--- config.mk ---
export PLATFORM = sky130hd
export DESIGN_NAME = pitch_correction_curve_smoother
export DESIGN_NICKNAME = d
export VERILOG_FILES = /design/src/hdl/pccs_pkg.sv /design/src/hdl/pitch_correction_curve_smoother.sv /design/src/hdl/pccs_ram.sv /design/src/hdl/pccs_front.sv /design/src/hdl/pccs_cmd_fifo.sv /design/src/hdl/pccs_back.sv
export SDC_FILE = /design/constraint.sdc
export NUM_CORES = 2
export LEC_CHECK = 0
export BUFFER_PORTS_ARGS = -buffer_cell sky130_fd_sc_hd__buf_4
export CAP_MARGIN = 5
export CORE_ASPECT_RATIO = 0.6
export CORE_MARGIN = 1.5
export CORE_UTILIZATION = 65
export CTS_BUF_LIST = sky130_fd_sc_hd__clkbuf_8
export CTS_CLUSTER_DIAMETER = 200
export DETAILED_ROUTE_END_ITERATION = 10
export PLACE_DENSITY = 0.81
export SYNTH_ARGS = -nofsm -noshare
export SYNTH_HDL_FRONTEND = slang
export SYNTH_HIERARCHICAL = 1
export SYNTH_SLANG_ARGS = --single-unit
--- constraint.sdc ---
create_clock -name clk_i -period 13.75 [get_ports clk_i]
set_clock_uncertainty 0.2 [all_clocks]
set_input_delay 2.75 -clock clk_i [delete_from_list [all_inputs] [get_ports clk_i]]
set_output_delay 2.75 -clock clk_i [all_outputs]
set_load 0.02 [all_outputs]
--- src/hdl/pccs_pkg.sv ---
`timescale 1ns / 1ps

package pccs_pkg;

  // fixed field widths
  localparam int unsigned NOTE_W     = 15;
  localparam int unsigned TARGET_W   = 7;
  localparam int unsigned STRENGTH_W = 17;
  localparam int unsigned COEF_W     = 16;
  localparam int unsigned CORR_W     = 16;

  // number format of the curve store
  localparam int unsigned FRAC_BITS  = 8;
  localparam int unsigned GUARD_BITS = 8;
  localparam int unsigned DIFF_W     =
      ((TARGET_W + FRAC_BITS) > NOTE_W ? (TARGET_W + FRAC_BITS) : NOTE_W) + 1;
  localparam int unsigned STORE_W    = DIFF_W + GUARD_BITS;

  localparam logic [STRENGTH_W-1:0] ONE_Q16 = STRENGTH_W'(65536);

  localparam int unsigned MAX_FRAMES_DEF = 64;
  localparam int unsigned FIFO_DEPTH     = 4;

  // configuration port
  localparam int unsigned CFG_IDX_W  = 2;
  localparam int unsigned CFG_DATA_W = STRENGTH_W;

  typedef enum logic [CFG_IDX_W-1:0] {
    REG_TARGET_NOTE = 2'd0,
    REG_STRENGTH    = 2'd1,
    REG_SMOOTH_EN   = 2'd2,
    REG_SMOOTH_COEF = 2'd3
  } cfg_idx_e;

  typedef struct packed {
    logic [TARGET_W-1:0]   target_note;
    logic [STRENGTH_W-1:0] strength;     // already clamped to one
    logic                  smooth_enable;
    logic [COEF_W-1:0]     smooth_coef;
  } cfg_t;

  typedef struct packed {
    logic [NOTE_W-1:0] note_value;
    logic              last_frame;
  } in_word_t;

  typedef struct packed {
    logic signed [CORR_W-1:0] correction;
    logic                     overflow;
    logic                     last_out;
  } out_word_t;

  // word passed from front to back through the command queue
  typedef struct packed {
    logic                      wr;       // store value at the frame address
    logic                      first;    // value is the first voiced correction
    logic                      fin;      // run ends, start the passes
    logic                      voiced;
    logic                      dropped;
    logic signed [STORE_W-1:0] value;
  } cmd_t;

endpackage

--- src/hdl/pitch_correction_curve_smoother.sv ---
`timescale 1ns / 1ps

// Pitch correction curve smoother.
// Input channel (push/full): one word per analysis frame, note_value in
// unsigned Q7.8 MIDI notes (zero is unvoiced) and last_frame on the final
// frame of a contour. Output channel (empty/pop): one correction word per
// stored frame, signed Q7.8 semitones, with overflow set when frames were
// dropped and last_out on the final word of the run.
// Config port: cfg_we_i writes cfg_data_i into register cfg_idx_i
// (0 target_note, 1 strength, 2 smooth_enable, 3 smooth_coef); write only
// while no run is in flight.
// Frames are taken one per cycle into a 4-word command queue while it is
// not full; the idle back end pops a word and stores its frame. On the
// last frame the back end runs two smoothing passes over the n stored
// frames (when enabled and a frame was voiced), forward then backward,
// then the scaling pass, which reads, scales and outputs each word. Each
// filter step multiplies, then adds back, per frame.
// Frames of the next contour are taken while the back end is busy, until
// the queue fills. A stalled receiver holds the scaling pass, nothing lost.
// Reset empties queue and output and restores register defaults; the
// curve store itself is not cleared.
module pitch_correction_curve_smoother import pccs_pkg::*; #(
  parameter int unsigned MAX_FRAMES = MAX_FRAMES_DEF
) (
  input  logic                  clk_i,
  input  logic                  rst_ni,
  input  logic                  cfg_we_i,
  input  logic [CFG_IDX_W-1:0]  cfg_idx_i,
  input  logic [CFG_DATA_W-1:0] cfg_data_i,
  input  logic                  push,
  output logic                  full,
  input  in_word_t              in_word_i,
  output logic                  empty,
  input  logic                  pop,
  output out_word_t             out_word_o
);

  localparam int unsigned IDX_W = $clog2(MAX_FRAMES);

  logic [TARGET_W-1:0]   target_q;
  logic [STRENGTH_W-1:0] strength_q;
  logic                  smooth_en_q;
  logic [COEF_W-1:0]     coef_q;
  cfg_t                  cfg;

  logic             accept;
  logic             f_push;
  cmd_t             f_cmd;
  logic [IDX_W-1:0] f_addr, f_fvi;
  logic             q_empty, q_pop;
  cmd_t             q_cmd;
  logic [IDX_W-1:0] q_addr, q_fvi;

  always_ff @(posedge clk_i or negedge rst_ni) begin
    if (!rst_ni) begin
      target_q    <= TARGET_W'(60);
      strength_q  <= ONE_Q16;
      smooth_en_q <= 1'b0;
      coef_q      <= '0;
    end else if (cfg_we_i) begin
      case (cfg_idx_e'(cfg_idx_i))
        REG_TARGET_NOTE: target_q    <= cfg_data_i[TARGET_W-1:0];
        REG_STRENGTH:    strength_q  <= cfg_data_i[STRENGTH_W-1:0];
        REG_SMOOTH_EN:   smooth_en_q <= cfg_data_i[0];
        REG_SMOOTH_COEF: coef_q      <= cfg_data_i[COEF_W-1:0];
        default: begin
        end
      endcase
    end
  end

  always_comb begin
    cfg.target_note   = target_q;
    cfg.strength      = (strength_q > ONE_Q16) ? ONE_Q16 : strength_q;
    cfg.smooth_enable = smooth_en_q;
    cfg.smooth_coef   = coef_q;
  end

  assign accept = push && !full;

  pccs_front #(
    .MAX_FRAMES (MAX_FRAMES)
  ) u_front (
    .clk_i     (clk_i),
    .rst_ni    (rst_ni),
    .cfg_i     (cfg),
    .accept_i  (accept),
    .in_word_i (in_word_i),
    .push_o    (f_push),
    .cmd_o     (f_cmd),
    .addr_o    (f_addr),
    .fvi_o     (f_fvi)
  );

  pccs_cmd_fifo #(
    .MAX_FRAMES (MAX_FRAMES)
  ) u_queue (
    .clk_i   (clk_i),
    .rst_ni  (rst_ni),
    .push_i  (f_push),
    .cmd_i   (f_cmd),
    .addr_i  (f_addr),
    .fvi_i   (f_fvi),
    .full_o  (full),
    .pop_i   (q_pop),
    .empty_o (q_empty),
    .cmd_o   (q_cmd),
    .addr_o  (q_addr),
    .fvi_o   (q_fvi)
  );

  pccs_back #(
    .MAX_FRAMES (MAX_FRAMES)
  ) u_back (
    .clk_i        (clk_i),
    .rst_ni       (rst_ni),
    .cfg_i        (cfg),
    .fifo_empty_i (q_empty),
    .fifo_pop_o   (q_pop),
    .cmd_i        (q_cmd),
    .cmd_addr_i   (q_addr),
    .cmd_fvi_i    (q_fvi),
    .out_pop_i    (pop),
    .out_empty_o  (empty),
    .out_word_o   (out_word_o)
  );

endmodule

--- src/hdl/pccs_ram.sv ---
`timescale 1ns / 1ps

module pccs_ram #(
  parameter int unsigned WIDTH = 8,
  parameter int unsigned DEPTH = 16
) (
  input  logic                                   clk_i,
  input  logic                                   we_i,
  input  logic [(DEPTH > 1 ? $clog2(DEPTH) : 1)-1:0] waddr_i,
  input  logic [WIDTH-1:0]                       wdata_i,
  input  logic                                   re_i,
  input  logic [(DEPTH > 1 ? $clog2(DEPTH) : 1)-1:0] raddr_i,
  output logic [WIDTH-1:0]                       rdata_o
);

  logic [WIDTH-1:0] mem_q [DEPTH];
  logic [WIDTH-1:0] rdata_q;

  always_ff @(posedge clk_i) begin
    if (we_i) begin
      mem_q[waddr_i] <= wdata_i;
    end
    if (re_i) begin
      rdata_q <= mem_q[raddr_i];
    end
  end

  assign rdata_o = rdata_q;

endmodule

--- src/hdl/pccs_front.sv ---
`timescale 1ns / 1ps

module pccs_front import pccs_pkg::*; #(
  parameter int unsigned MAX_FRAMES = MAX_FRAMES_DEF
) (
  input  logic                          clk_i,
  input  logic                          rst_ni,
  input  cfg_t                          cfg_i,
  input  logic                          accept_i,
  input  in_word_t                      in_word_i,
  output logic                          push_o,
  output cmd_t                          cmd_o,
  output logic [$clog2(MAX_FRAMES)-1:0] addr_o,
  output logic [$clog2(MAX_FRAMES)-1:0] fvi_o
);

  localparam int unsigned IDX_W = $clog2(MAX_FRAMES);
  localparam int unsigned CNT_W = $clog2(MAX_FRAMES + 1);

  logic [CNT_W-1:0]          count_q, count_d;
  logic signed [STORE_W-1:0] held_q, held_d;
  logic                      voiced_q, voiced_d;
  logic [IDX_W-1:0]          fvi_q, fvi_d;
  logic                      dropped_q, dropped_d;

  logic [TARGET_W+FRAC_BITS-1:0] tq;
  logic signed [DIFF_W-1:0]      diff;
  logic signed [STORE_W-1:0]     corr;
  logic                          room;
  logic                          voiced_now;
  logic                          first_now;

  always_comb begin
    tq         = {cfg_i.target_note, {FRAC_BITS{1'b0}}};
    diff       = $signed(DIFF_W'(tq)) - $signed(DIFF_W'(in_word_i.note_value));
    corr       = {diff, {GUARD_BITS{1'b0}}};
    room       = (count_q != CNT_W'(MAX_FRAMES));
    voiced_now = (in_word_i.note_value != '0);
    first_now  = room && voiced_now && !voiced_q;

    cmd_o.wr      = room;
    cmd_o.first   = first_now;
    cmd_o.fin     = in_word_i.last_frame;
    cmd_o.voiced  = voiced_q || (room && voiced_now);
    cmd_o.dropped = dropped_q || !room;
    cmd_o.value   = voiced_now ? corr : held_q;
    addr_o        = count_q[IDX_W-1:0];
    fvi_o         = first_now ? count_q[IDX_W-1:0] : fvi_q;

    // a dropped frame that does not end the run leaves nothing for the back
    push_o = accept_i && (room || in_word_i.last_frame);

    count_d   = count_q;
    held_d    = held_q;
    voiced_d  = voiced_q;
    fvi_d     = fvi_q;
    dropped_d = dropped_q;
    if (accept_i) begin
      if (in_word_i.last_frame) begin
        count_d   = '0;
        held_d    = '0;
        voiced_d  = 1'b0;
        fvi_d     = '0;
        dropped_d = 1'b0;
      end else if (room) begin
        count_d = count_q + CNT_W'(1);
        if (voiced_now) begin
          held_d = corr;
        end
        if (first_now) begin
          voiced_d = 1'b1;
          fvi_d    = count_q[IDX_W-1:0];
        end
      end else begin
        dropped_d = 1'b1;
      end
    end
  end

  always_ff @(posedge clk_i or negedge rst_ni) begin
    if (!rst_ni) begin
      count_q   <= '0;
      held_q    <= '0;
      voiced_q  <= 1'b0;
      fvi_q     <= '0;
      dropped_q <= 1'b0;
    end else begin
      count_q   <= count_d;
      held_q    <= held_d;
      voiced_q  <= voiced_d;
      fvi_q     <= fvi_d;
      dropped_q <= dropped_d;
    end
  end

`ifndef SYNTHESIS
  a_count_in_range: assert property (@(posedge clk_i) disable iff (!rst_ni)
    count_q <= CNT_W'(MAX_FRAMES))
    else $error("frame count beyond store size");
`endif

endmodule

--- src/hdl/pccs_cmd_fifo.sv ---
`timescale 1ns / 1ps

module pccs_cmd_fifo import pccs_pkg::*; #(
  parameter int unsigned MAX_FRAMES = MAX_FRAMES_DEF
) (
  input  logic                          clk_i,
  input  logic                          rst_ni,
  input  logic                          push_i,
  input  cmd_t                          cmd_i,
  input  logic [$clog2(MAX_FRAMES)-1:0] addr_i,
  input  logic [$clog2(MAX_FRAMES)-1:0] fvi_i,
  output logic                          full_o,
  input  logic                          pop_i,
  output logic                          empty_o,
  output cmd_t                          cmd_o,
  output logic [$clog2(MAX_FRAMES)-1:0] addr_o,
  output logic [$clog2(MAX_FRAMES)-1:0] fvi_o
);

  localparam int unsigned IDX_W = $clog2(MAX_FRAMES);
  localparam int unsigned PTR_W = $clog2(FIFO_DEPTH);
  localparam int unsigned CNT_W = $clog2(FIFO_DEPTH + 1);

  cmd_t             cmd_q  [FIFO_DEPTH];
  logic [IDX_W-1:0] addr_q [FIFO_DEPTH];
  logic [IDX_W-1:0] fvi_q  [FIFO_DEPTH];

  logic [PTR_W-1:0] wr_ptr_q, rd_ptr_q;
  logic [CNT_W-1:0] count_q;
  logic             do_push, do_pop;

  assign full_o  = (count_q == CNT_W'(FIFO_DEPTH));
  assign empty_o = (count_q == '0);
  assign do_push = push_i && !full_o;
  assign do_pop  = pop_i && !empty_o;

  assign cmd_o  = cmd_q[rd_ptr_q];
  assign addr_o = addr_q[rd_ptr_q];
  assign fvi_o  = fvi_q[rd_ptr_q];

  always_ff @(posedge clk_i) begin
    if (do_push) begin
      cmd_q[wr_ptr_q]  <= cmd_i;
      addr_q[wr_ptr_q] <= addr_i;
      fvi_q[wr_ptr_q]  <= fvi_i;
    end
  end

  always_ff @(posedge clk_i or negedge rst_ni) begin
    if (!rst_ni) begin
      wr_ptr_q <= '0;
      rd_ptr_q <= '0;
      count_q  <= '0;
    end else begin
      if (do_push) begin
        wr_ptr_q <= (wr_ptr_q == PTR_W'(FIFO_DEPTH - 1)) ? '0 : wr_ptr_q + PTR_W'(1);
      end
      if (do_pop) begin
        rd_ptr_q <= (rd_ptr_q == PTR_W'(FIFO_DEPTH - 1)) ? '0 : rd_ptr_q + PTR_W'(1);
      end
      if (do_push && !do_pop) begin
        count_q <= count_q + CNT_W'(1);
      end else if (do_pop && !do_push) begin
        count_q <= count_q - CNT_W'(1);
      end
    end
  end

`ifndef SYNTHESIS
  a_no_push_when_full: assert property (@(posedge clk_i) disable iff (!rst_ni)
    full_o |-> !push_i)
    else $error("command word pushed into a full queue");
`endif

endmodule

--- src/hdl/pccs_back.sv ---
`timescale 1ns / 1ps

module pccs_back import pccs_pkg::*; #(
  parameter int unsigned MAX_FRAMES = MAX_FRAMES_DEF
) (
  input  logic                          clk_i,
  input  logic                          rst_ni,
  input  cfg_t                          cfg_i,
  input  logic                          fifo_empty_i,
  output logic                          fifo_pop_o,
  input  cmd_t                          cmd_i,
  input  logic [$clog2(MAX_FRAMES)-1:0] cmd_addr_i,
  input  logic [$clog2(MAX_FRAMES)-1:0] cmd_fvi_i,
  input  logic                          out_pop_i,
  output logic                          out_empty_o,
  output out_word_t                     out_word_o
);

  localparam int unsigned IDX_W = $clog2(MAX_FRAMES);
  localparam int unsigned FPW   = STORE_W + COEF_W + 2;
  localparam int unsigned SPW   = STORE_W + STRENGTH_W + 1;
  localparam int unsigned SSH   = 16 + GUARD_BITS;

  localparam logic signed [FPW-1:0] FRND   = FPW'(1) << 15;
  localparam logic signed [SPW-1:0] SRND   = SPW'(1) << (SSH - 1);
  localparam logic signed [SPW-1:0] SAT_HI = SPW'((1 << (CORR_W - 1)) - 1);
  localparam logic signed [SPW-1:0] SAT_LO = ~SAT_HI;

  typedef enum logic [6:0] {
    ST_IDLE = 7'b0000001,
    ST_FRD  = 7'b0000010,
    ST_FMUL = 7'b0000100,
    ST_FACC = 7'b0001000,
    ST_SRD  = 7'b0010000,
    ST_SMUL = 7'b0100000,
    ST_SOUT = 7'b1000000
  } state_e;

  state_e                    state_q, state_d;
  logic [IDX_W-1:0]          idx_q, idx_d;
  logic [IDX_W-1:0]          last_idx_q, last_idx_d;
  logic [IDX_W-1:0]          fvi_q, fvi_d;
  logic signed [STORE_W-1:0] first_val_q, first_val_d;
  logic                      voiced_q, voiced_d;
  logic                      dropped_q, dropped_d;
  logic                      smooth_q, smooth_d;
  logic                      bwd_q, bwd_d;
  logic                      init_q, init_d;
  logic signed [STORE_W-1:0] y_q, y_d;
  logic signed [STORE_W-1:0] x_q;
  logic signed [FPW-1:0]     fprod_q;
  logic signed [SPW-1:0]     sprod_q;
  out_word_t                 out_q;
  logic                      out_valid_q;

  logic                      ram_we, ram_re;
  logic [IDX_W-1:0]          ram_waddr, ram_raddr;
  logic signed [STORE_W-1:0] ram_wdata;
  logic [STORE_W-1:0]        ram_rdata;

  logic                      use_fill;
  logic signed [STORE_W-1:0] x_mux;
  logic signed [STORE_W:0]   d;
  logic signed [COEF_W:0]    a_s;
  logic signed [FPW-1:0]     fprod_d;
  logic signed [FPW-1:0]     fsum, fstep;
  logic signed [STORE_W:0]   y_wide;
  logic signed [STORE_W-1:0] y_new;
  logic signed [STRENGTH_W:0] s_s;
  logic signed [SPW-1:0]     sprod_d;
  logic signed [SPW-1:0]     ssum, sval;
  logic signed [CORR_W-1:0]  corr_sat;
  logic                      at_end;
  logic                      out_load;

  pccs_ram #(
    .WIDTH (STORE_W),
    .DEPTH (MAX_FRAMES)
  ) u_store (
    .clk_i   (clk_i),
    .we_i    (ram_we),
    .waddr_i (ram_waddr),
    .wdata_i (ram_wdata),
    .re_i    (ram_re),
    .raddr_i (ram_raddr),
    .rdata_o (ram_rdata)
  );

  always_comb begin
    // frames ahead of the first voiced one read as its correction
    use_fill = (idx_q < fvi_q) && ((state_q == ST_FMUL) ? !bwd_q : !smooth_q);
    x_mux    = use_fill ? first_val_q : $signed(ram_rdata);

    // y' = x + a*(y - x)/2^16, rounded half up
    d       = init_q ? '0 : ($signed({y_q[STORE_W-1], y_q}) - $signed({x_mux[STORE_W-1], x_mux}));
    a_s     = $signed({1'b0, cfg_i.smooth_coef});
    fprod_d = d * a_s;
    fsum    = fprod_q + FRND;
    fstep   = fsum >>> 16;
    y_wide  = $signed({x_q[STORE_W-1], x_q}) + fstep[STORE_W:0];
    y_new   = y_wide[STORE_W-1:0];

    s_s     = $signed({1'b0, cfg_i.strength});
    sprod_d = x_mux * s_s;
    ssum    = sprod_q + SRND;
    sval    = ssum >>> SSH;
    if (sval > SAT_HI) begin
      corr_sat = SAT_HI[CORR_W-1:0];
    end else if (sval < SAT_LO) begin
      corr_sat = SAT_LO[CORR_W-1:0];
    end else begin
      corr_sat = sval[CORR_W-1:0];
    end
  end

  always_comb begin
    state_d     = state_q;
    idx_d       = idx_q;
    last_idx_d  = last_idx_q;
    fvi_d       = fvi_q;
    first_val_d = first_val_q;
    voiced_d    = voiced_q;
    dropped_d   = dropped_q;
    smooth_d    = smooth_q;
    bwd_d       = bwd_q;
    init_d      = init_q;
    y_d         = y_q;
    ram_we      = 1'b0;
    ram_waddr   = idx_q;
    ram_wdata   = y_new;
    ram_re      = 1'b0;
    ram_raddr   = idx_q;
    fifo_pop_o  = 1'b0;
    out_load    = 1'b0;
    at_end      = bwd_q ? (idx_q == '0) : (idx_q == last_idx_q);

    case (state_q)
      ST_IDLE: begin
        if (!fifo_empty_i) begin
          fifo_pop_o = 1'b1;
          if (cmd_i.wr) begin
            ram_we    = 1'b1;
            ram_waddr = cmd_addr_i;
            ram_wdata = cmd_i.value;
          end
          if (cmd_i.first) begin
            first_val_d = cmd_i.value;
          end
          if (cmd_i.fin) begin
            last_idx_d = cmd_i.wr ? cmd_addr_i : IDX_W'(MAX_FRAMES - 1);
            fvi_d      = cmd_fvi_i;
            voiced_d   = cmd_i.voiced;
            dropped_d  = cmd_i.dropped;
            smooth_d   = cmd_i.voiced && cfg_i.smooth_enable;
            idx_d      = '0;
            bwd_d      = 1'b0;
            state_d    = (cmd_i.voiced && cfg_i.smooth_enable) ? ST_FRD : ST_SRD;
          end
        end
      end
      ST_FRD: begin
        ram_re  = 1'b1;
        init_d  = 1'b1;
        state_d = ST_FMUL;
      end
      ST_FMUL: begin
        state_d = ST_FACC;
      end
      ST_FACC: begin
        ram_we = 1'b1;
        y_d    = y_new;
        init_d = 1'b0;
        if (at_end) begin
          if (!bwd_q) begin
            bwd_d   = 1'b1;
            idx_d   = last_idx_q;
            state_d = ST_FRD;
          end else begin
            idx_d   = '0;
            state_d = ST_SRD;
          end
        end else begin
          // fetch the next sample while this one is written back
          idx_d     = bwd_q ? (idx_q - IDX_W'(1)) : (idx_q + IDX_W'(1));
          ram_re    = 1'b1;
          ram_raddr = idx_d;
          state_d   = ST_FMUL;
        end
      end
      ST_SRD: begin
        ram_re  = 1'b1;
        state_d = ST_SMUL;
      end
      ST_SMUL: begin
        state_d = ST_SOUT;
      end
      ST_SOUT: begin
        if (!out_valid_q || out_pop_i) begin
          out_load = 1'b1;
          if (idx_q == last_idx_q) begin
            state_d = ST_IDLE;
          end else begin
            idx_d     = idx_q + IDX_W'(1);
            ram_re    = 1'b1;
            ram_raddr = idx_d;
            state_d   = ST_SMUL;
          end
        end
      end
      default: begin
        state_d = ST_IDLE;
      end
    endcase
  end

  always_ff @(posedge clk_i) begin
    if (state_q == ST_FMUL) begin
      x_q     <= x_mux;
      fprod_q <= fprod_d;
    end
    if (state_q == ST_SMUL) begin
      sprod_q <= sprod_d;
    end
    if (out_load) begin
      out_q.correction <= voiced_q ? corr_sat : '0;
      out_q.overflow   <= dropped_q;
      out_q.last_out   <= (idx_q == last_idx_q);
    end
    first_val_q <= first_val_d;
    y_q         <= y_d;
  end

  always_ff @(posedge clk_i or negedge rst_ni) begin
    if (!rst_ni) begin
      state_q     <= ST_IDLE;
      idx_q       <= '0;
      last_idx_q  <= '0;
      fvi_q       <= '0;
      voiced_q    <= 1'b0;
      dropped_q   <= 1'b0;
      smooth_q    <= 1'b0;
      bwd_q       <= 1'b0;
      init_q      <= 1'b0;
      out_valid_q <= 1'b0;
    end else begin
      state_q    <= state_d;
      idx_q      <= idx_d;
      last_idx_q <= last_idx_d;
      fvi_q      <= fvi_d;
      voiced_q   <= voiced_d;
      dropped_q  <= dropped_d;
      smooth_q   <= smooth_d;
      bwd_q      <= bwd_d;
      init_q     <= init_d;
      if (out_load) begin
        out_valid_q <= 1'b1;
      end else if (out_pop_i) begin
        out_valid_q <= 1'b0;
      end
    end
  end

  assign out_empty_o = !out_valid_q;
  assign out_word_o  = out_q;

`ifndef SYNTHESIS
  a_idx_in_run: assert property (@(posedge clk_i) disable iff (!rst_ni)
    (state_q != ST_IDLE) |-> (idx_q <= last_idx_q))
    else $error("pass index beyond the stored frames");

  a_no_rw_collision: assert property (@(posedge clk_i) disable iff (!rst_ni)
    !(ram_we && ram_re && (ram_waddr == ram_raddr)))
    else $error("store read and written at the same entry");

  a_acc_after_mul: assert property (@(posedge clk_i) disable iff (!rst_ni)
    (state_q == ST_FACC) |-> ($past(state_q) == ST_FMUL))
    else $error("filter accumulate without a product");
`endif

endmodule

# Word level (Yosys, flattened, before mapping)
# Memories as Yosys holds them, arrays and structs flattened. A register that Yosys moved wholly into a read port is not among the register bits.
# Cells that the tools add are included.
# Widths: inputs -> output; s select.
[word_totals] wordCells=194 input_bits=40 output_inout_bits=20 ff_bits=284 ram_bits=1700 n_memories=4
[memory_table] memory="u_back.u_store.mem_q" depth=64 word_bits=24 read_ports=1 rd_clocked_by_memory_dff=1 wr=1 line_no="pccs_ram.sv:16" rtl="logic [WIDTH-1:0] mem_q [DEPTH];"
[memory_table] memory="u_queue.cmd_q" depth=4 word_bits=29 read_ports=1 rd_clocked_by_memory_dff=0 wr=1 line_no="pccs_cmd_fifo.sv:24" rtl="cmd_t cmd_q [FIFO_DEPTH];"
[memory_table] memory="u_queue.addr_q" depth=4 word_bits=6 read_ports=1 rd_clocked_by_memory_dff=0 wr=1 line_no="pccs_cmd_fifo.sv:25" rtl="logic [IDX_W-1:0] addr_q [FIFO_DEPTH];"
[memory_table] memory="u_queue.fvi_q" depth=4 word_bits=6 read_ports=1 rd_clocked_by_memory_dff=1 wr=1 line_no="pccs_cmd_fifo.sv:26" rtl="logic [IDX_W-1:0] fvi_q [FIFO_DEPTH];"
[op_classes] addsub=12 n_eq_ne=20 muxes=71 magnitude_cmp=4 n_bitwise=2 multipliers=2 reduce_logical=49
[op_table] cell="$mux 24" count=7
[op_table] cell="$mux 6" count=16
[op_table] cell="$pmux 7 s7" count=1
[op_table] cell="$add 42x25->42 const B" count=1
[op_table] cell="$mul 24x18->42" count=1
[op_table] cell="$add 40x17->40 const B" count=1
[op_table] cell="$mul 25x17->40" count=1
[op_table] cell="$mux 7" count=5
[op_table] cell="$mux 1" count=25
[op_table] cell="$mux 25" count=1
[op_table] cell="$sub 24x24->25" count=1
[op_table] cell="$add 24x24->24" count=1
[op_table] cell="$gt 18x16->1 const B" count=1
[op_table] cell="$lt 18x16->1 const B" count=1
[op_table] cell="$pmux 6 s3" count=1
[op_table] cell="$gt 17x17->1 const B" count=1
[op_table] cell="$mux 17" count=1
[op_table] cell="$mux 16" count=1
[op_table] cell="$sub 15x15->16" count=1
[op_table] cell="$mux 15" count=1
[op_table] cell="$mux 5" count=3
[op_table] cell="$reduce_and 3->1" count=5
[op_table] cell="$reduce_bool 15->1" count=1
[op_table] cell="$pmux 6 s2" count=1
[op_table] cell="37 further kinds" count=81

# Logic depth before layout (Yosys ltp)
[logic_depth] depth_word=9 ltp_mapped=46 ltp_nobuf=44

# Modules after synthesis
# Netlist, hierarchy kept.
[modules_own_cells] module="pccs_ram" n_inst=1 cells_per_inst=2610 seq_area_each_um2=46844.9 area_per_inst_um2=59535.8
[modules_own_cells] module="pccs_back" n_inst=1 cells_per_inst=4103 seq_area_each_um2=4800.9 area_per_inst_um2=37698.7
[modules_own_cells] module="pccs_cmd_fifo" n_inst=1 cells_per_inst=252 seq_area_each_um2=5099.9 area_per_inst_um2=6384.9
[modules_own_cells] module="pccs_front" n_inst=1 cells_per_inst=259 seq_area_each_um2=975.9 area_per_inst_um2=2391.0
[modules_own_cells] module="pitch_correction_curve_smoother" n_inst=1 cells_per_inst=113 seq_area_each_um2=1032.2 area_per_inst_um2=1778.0

# Least setup slack after synthesis
# Ideal clock, no wire load.
[synth_timing] path_kind="reg2reg" start="register u_back.state_q[1]" end="register u_back.fprod_q[37], data pin" n_path_buf=4 setup_ns=0.258 required_time_ns=13.292 setup_slack_ns=2.572 period_less_slack_ns=11.178 arrival_time_ns=10.720 stages_incl_launch_ff=43 cell_sequence="dfrtp_1 -> clkbuf_1 -> nor2_1 -> and4_1 -> a21oi_1 -> a211oi_2 -> buf_2 -> mux2_2 -> buf_2 -> inv_1 -> ha_1 -> o21a_1 -> and3_4 -> and3_1 -> a221o_1 -> a21boi_1 -> nor2_1 -> a21o_1 -> [... 7 more ...] -> fa_1 -> inv_1 -> fa_1 -> fa_1 -> inv_1 -> fa_1 -> inv_1 -> ha_1 -> a21oi_1 -> o21ai_1 -> a22oi_1 -> nor2b_1 -> a221o_1 -> o2bb2ai_1 -> a41o_1 -> a21o_1 -> a21oi_1 -> xnor2_1"
[synth_between] elab_chain_cells=7
[synth_lines] item="start: declaration" line_no="pccs_back.sv:39" rtl="state_e state_q, state_d;"
[synth_lines] item="start signal: assignment" line_no="pccs_back.sv:246" rtl="state_q <= state_d;"
[synth_lines] item="$eq 7x3->1" line_no="pccs_back.sv:91" rtl="use_fill = (idx_q < fvi_q) && ((state_q == ST_FMUL) ? !bwd_q : !smooth_q);"
[synth_lines] item="$mux 1" line_no="pccs_back.sv:91"
[synth_lines] item="$logic_and 1x1->1" line_no="pccs_back.sv:91"
[synth_lines] item="$mux 24" line_no="pccs_back.sv:92" rtl="x_mux = use_fill ? first_val_q : $signed(ram_rdata);"
[synth_lines] item="named net u_back.x_mux[6]" line_no="pccs_back.sv:62" rtl="logic signed [STORE_W-1:0] x_mux;"
[synth_lines] item="$sub 24x24->25" line_no="pccs_back.sv:95" rtl="d = init_q ? '0 : ($signed({y_q[STORE_W-1], y_q}) - $signed({x_mux[STORE_W-1], x_mux}));"
[synth_lines] item="$mux 25" line_no="pccs_back.sv:95"
[synth_lines] item="$mul 25x17->40" line_no="pccs_back.sv:97" rtl="fprod_d = d * a_s;"
[synth_lines] item="named net u_back.fprod_d[37]" line_no="pccs_back.sv:65" rtl="logic signed [FPW-1:0] fprod_d;"
[synth_lines] item="end signal: assignment" line_no="pccs_back.sv:219" rtl="fprod_q <= fprod_d;"
[synth_lines] item="end: declaration" line_no="pccs_back.sv:51" rtl="logic signed [FPW-1:0] fprod_q;"
# The timed path passes the listed nets, and every way through them passes these cells.
# A chain may end at the register's enable or synchronous reset.

# Final worst setup path
[layout_timing] start="register u_back.idx_q[3]" end="register u_back.fprod_q[39], data pin"
[layout_between] elab_chain_cells=6
[layout_lines] item="start: declaration" line_no="pccs_back.sv:40" rtl="logic [IDX_W-1:0] idx_q, idx_d;"
[layout_lines] item="start signal: assignment" line_no="pccs_back.sv:247" rtl="idx_q <= idx_d;"
[layout_lines] item="$lt 6x6->1" line_no="pccs_back.sv:91"
[layout_lines] item="$logic_and 1x1->1" line_no="pccs_back.sv:91"
[layout_lines] item="$mux 24" line_no="pccs_back.sv:92"
[layout_lines] item="$sub 24x24->25" line_no="pccs_back.sv:95"
[layout_lines] item="$mux 25" line_no="pccs_back.sv:95"
[layout_lines] item="$mul 25x17->40" line_no="pccs_back.sv:97"
[layout_lines] item="named net u_back.fprod_d[39]" line_no="pccs_back.sv:65"
# The timed path passes the listed nets, and every way through them passes these cells.

==> impl_metrics.env <==
export IMPL_hp_class="flop to flop"
export IMPL_ys_seq_elements=1976
export IMPL_max_cap_violations=1
export IMPL_drc_errors=0
export IMPL_rsz0062_at_grt="no"
export IMPL_die_area_um2=168000
export IMPL_yosysMostFrequentCell="edfxtp_1"
export IMPL_clk_path_buf_depth=4
export IMPL_cts_made_buffers=289
export IMPL_worst_pin_slew_ns=1.50
export IMPL_worstSetupStartpointType="flop"
export IMPL_gp_congestion=0.972
export IMPL_cp_slowest_cell="nor2_2"
export IMPL_firstDrtPassIters=8
export IMPL_syn_to_final_growth_pct=7.81
export IMPL_synthXorXnorAreaFrac=0.0145
export IMPL_worst_path_largest_cell_delay_ns=0.86
export IMPL_clock_latency_ns=0.93
export IMPL_wl_mm=297
export IMPL_synth_nets=8419
export IMPL_fin_crit_sh=0.919
export IMPL_synthArstFlopShare=0.0597
export IMPL_max_freq_mhz=79.2
export IMPL_yosys_area_top_type="edfxtp_1"
export IMPL_synth_common_cells="edfxtp_1, inv_1, fa_1"
export IMPL_overflow=0
export IMPL_ctsHoldBuffers=0
export IMPL_wire_per_inst_um=29.9
export IMPL_arrival_ns=13.05
export IMPL_syn_inst=7337
export IMPL_outcome="finished, violations left"
export IMPL_rows=115
export IMPL_slew_headroom=-0.0103
export IMPL_cts_tree="yes"
export IMPL_crit_required_ns=14.17
export IMPL_fillers=10400
export IMPL_drtIter0Drc=9833
export IMPL_synthFlopType="edfxtp_1"
export IMPL_grt_use_total=0.360
export IMPL_antenna_left=0
export IMPL_antenna_found_initial=17
export IMPL_cts_resized=0
export IMPL_synth_simple_area_share=0.0698
export IMPL_slew_violations=1
export IMPL_synth_avg_cell_area_um2=14.7
export IMPL_hold_violations=0
export IMPL_min_period_ns=12.63
export IMPL_critPathKind="flop to flop"
export IMPL_layout_drive_gt1_share=0.165
export IMPL_die_height_um=318
export IMPL_multi_input_area_um2=44200
export IMPL_viasPerCell=6.52
export IMPL_yosys_warnings=6
export IMPL_synth_edf_count=1858
export IMPL_synth_area_leaders="edfxtp_1, fa_1, mux4_2"
export IMPL_hpwl_mm=205
export IMPL_synth_fa_ha_area_frac=0.175
export IMPL_crit_fanout=22
export IMPL_ys_types=99
export IMPL_synth_area_mux_share=0.107
export IMPL_violations="max-capacitance violations, max-slew violations"
export IMPL_synth_top_area_frac=0.518
export IMPL_cts_max_level=5
export IMPL_vias=64800
export IMPL_coreArea_um2=164000
export IMPL_synth_compound_area_frac=0.0394
export IMPL_fin_nets=8599
export IMPL_die_w_um=529
export IMPL_synth_area_um2=108000
export IMPL_grt_pass1_vias=65600
export IMPL_grt_max_degree=95
export IMPL_start_util=0.656
export IMPL_endpoint_kind="flop"
export IMPL_portBuffers=59
export IMPL_postCtsSetupBuffers=0
export IMPL_synth_top_family_by_area="adder cells"
export IMPL_crit_top_cell="fa_1"
export IMPL_seq_area_frac_synth=0.545
export IMPL_ios=60
export IMPL_grt_pass1_wl_mm=437
export IMPL_clk_pin_slew_worst_paths_ns=0.06
export IMPL_cts_root_buf="clkbuf_8"
export IMPL_seqCellArea_um2=58800
export IMPL_setup_viol=0
export IMPL_cts_sinks=1976
export IMPL_tns_ns=0
-- logic make-up after synthesis --
| kind of cell | Yosys count |
|---|---|
| buffers and inverters | 1297 |
| multiplexers | 638 |
| XOR/XNOR | 177 |
| flip-flops | 1976 |
| adder cells (fa/ha/maj) | 1047 |
| AND/OR/NAND/NOR | 1579 |
| AO/OA/AOI/OAI | 623 |
-- final timing paths --
kind,startpoint,endpoint,slack (ns),cells past startpoint
worst max-delay path,u_back/idx_q[3]$_DFFE_PN0P_,u_back/fprod_q[39]$_DFFE_PP_,1.12,40
worst min-delay path,u_front/held_q[7]$_DFFE_PN0P_,u_front/held_q[7]$_DFFE_PN0P_,0.28,1
worst max register to register,u_back/idx_q[3]$_DFFE_PN0P_,u_back/fprod_q[39]$_DFFE_PP_,1.12,40
worst min register to register,u_front/held_q[7]$_DFFE_PN0P_,u_front/held_q[7]$_DFFE_PN0P_,0.28,1
max in group asynchronous,rst_ni,strength_q[12]$_DFFE_PN0P_,10.28,2
min in group asynchronous,rst_ni,u_front/held_q[23]$_DFFE_PN0P_,1.64,1
-- through the flow --
step | util | area [µm²] | instances | hold slack [ns] | worst slack (ns)
floorplan | - | 108000 | 7337 | 0.225 | 2.57
global placement | 0.676 | 111000 | 9448 | 0.260 | 1.85
detailed placement | 0.676 | 111000 | 9448 | 0.262 | 1.67
CTS | 0.707 | 116000 | 9934 | 0.280 | 1.57
global route | 0.707 | 116000 | 9937 | 0.292 | 0.659
finish | 0.707 | 116000 | 9941 | 0.280 | 1.12
-- placed cells by master, fill, tap and decap left out, types with 42 or more instances in the layout --
cell type,Yosys,routed
and3_1,42,42
nor3_1,75,70
nor2_1,277,207
clkbuf_8,0,298
o21ai_0,85,83
xnor2_1,120,117
xor2_1,56,54
a21oi_1,118,117
nand2_1,644,635
and2_1,287,284
fa_1,773,773
a221oi_1,61,61
edfxtp_1,1858,1858
ha_1,269,269
mux4_2,396,396
mux2_2,129,129
nand3_1,72,72
a21o_1,48,48
mux2i_1,99,99
nor2_2,0,51
buf_4,40,221
o22ai_1,56,56
dfrtp_1,112,110
inv_1,957,1047
-- critical path, delay by kind of cell (launching register included) --
family	cells	cell delay [ns]
fa+ha+maj	10	4.26
xor+xnor	2	0.22
flops	1	0.72
simple gates	9	2.02
mux	1	0.52
compound gates	12	3.62
buf+inv	6	0.75
-- layout make-up --
type	instances	area share
clock buffer	298	0.0353
tap	2223	0.0239
timing repair buffer	225	0.0149
multi-input combinational	4064	0.381
clock inverter	188	0.00836
antenna	6	0.000129
sequential	1976	0.506
inverter	961	0.0310
-- per-layer routing --
layer | vias to the layer above | wire (µm) | track usage
li1 | 26300 | - | -
met2 | 5065 | 118000 | 0.467
met3 | 509 | 55200 | 0.168
met4 | 14 | 7300 | 0.0851
met5 | - | 89 | 0
met1 | 32900 | 116000 | 0.552
-- sequential cells by signal (all words and copies together), names as in the netlist, 18 cells and up --
signal / count
u_back/u_store/rdata_o: 24
u_queue/cmd_q: 116
u_back/x_q: 24
u_back/y_q: 24
u_queue/fvi_q: 24
u_back/u_store/mem_q: 1536
u_back/out_word_o: 18
u_queue/addr_q: 24
u_back/first_val_q: 24
u_back/fprod_q: 25
u_front/held_q: 24
u_back/sprod_q: 19
Power is left out: the tool's default activity adds up to more than one toggle a clock period on the data nets, which glitch-free logic cannot reach.
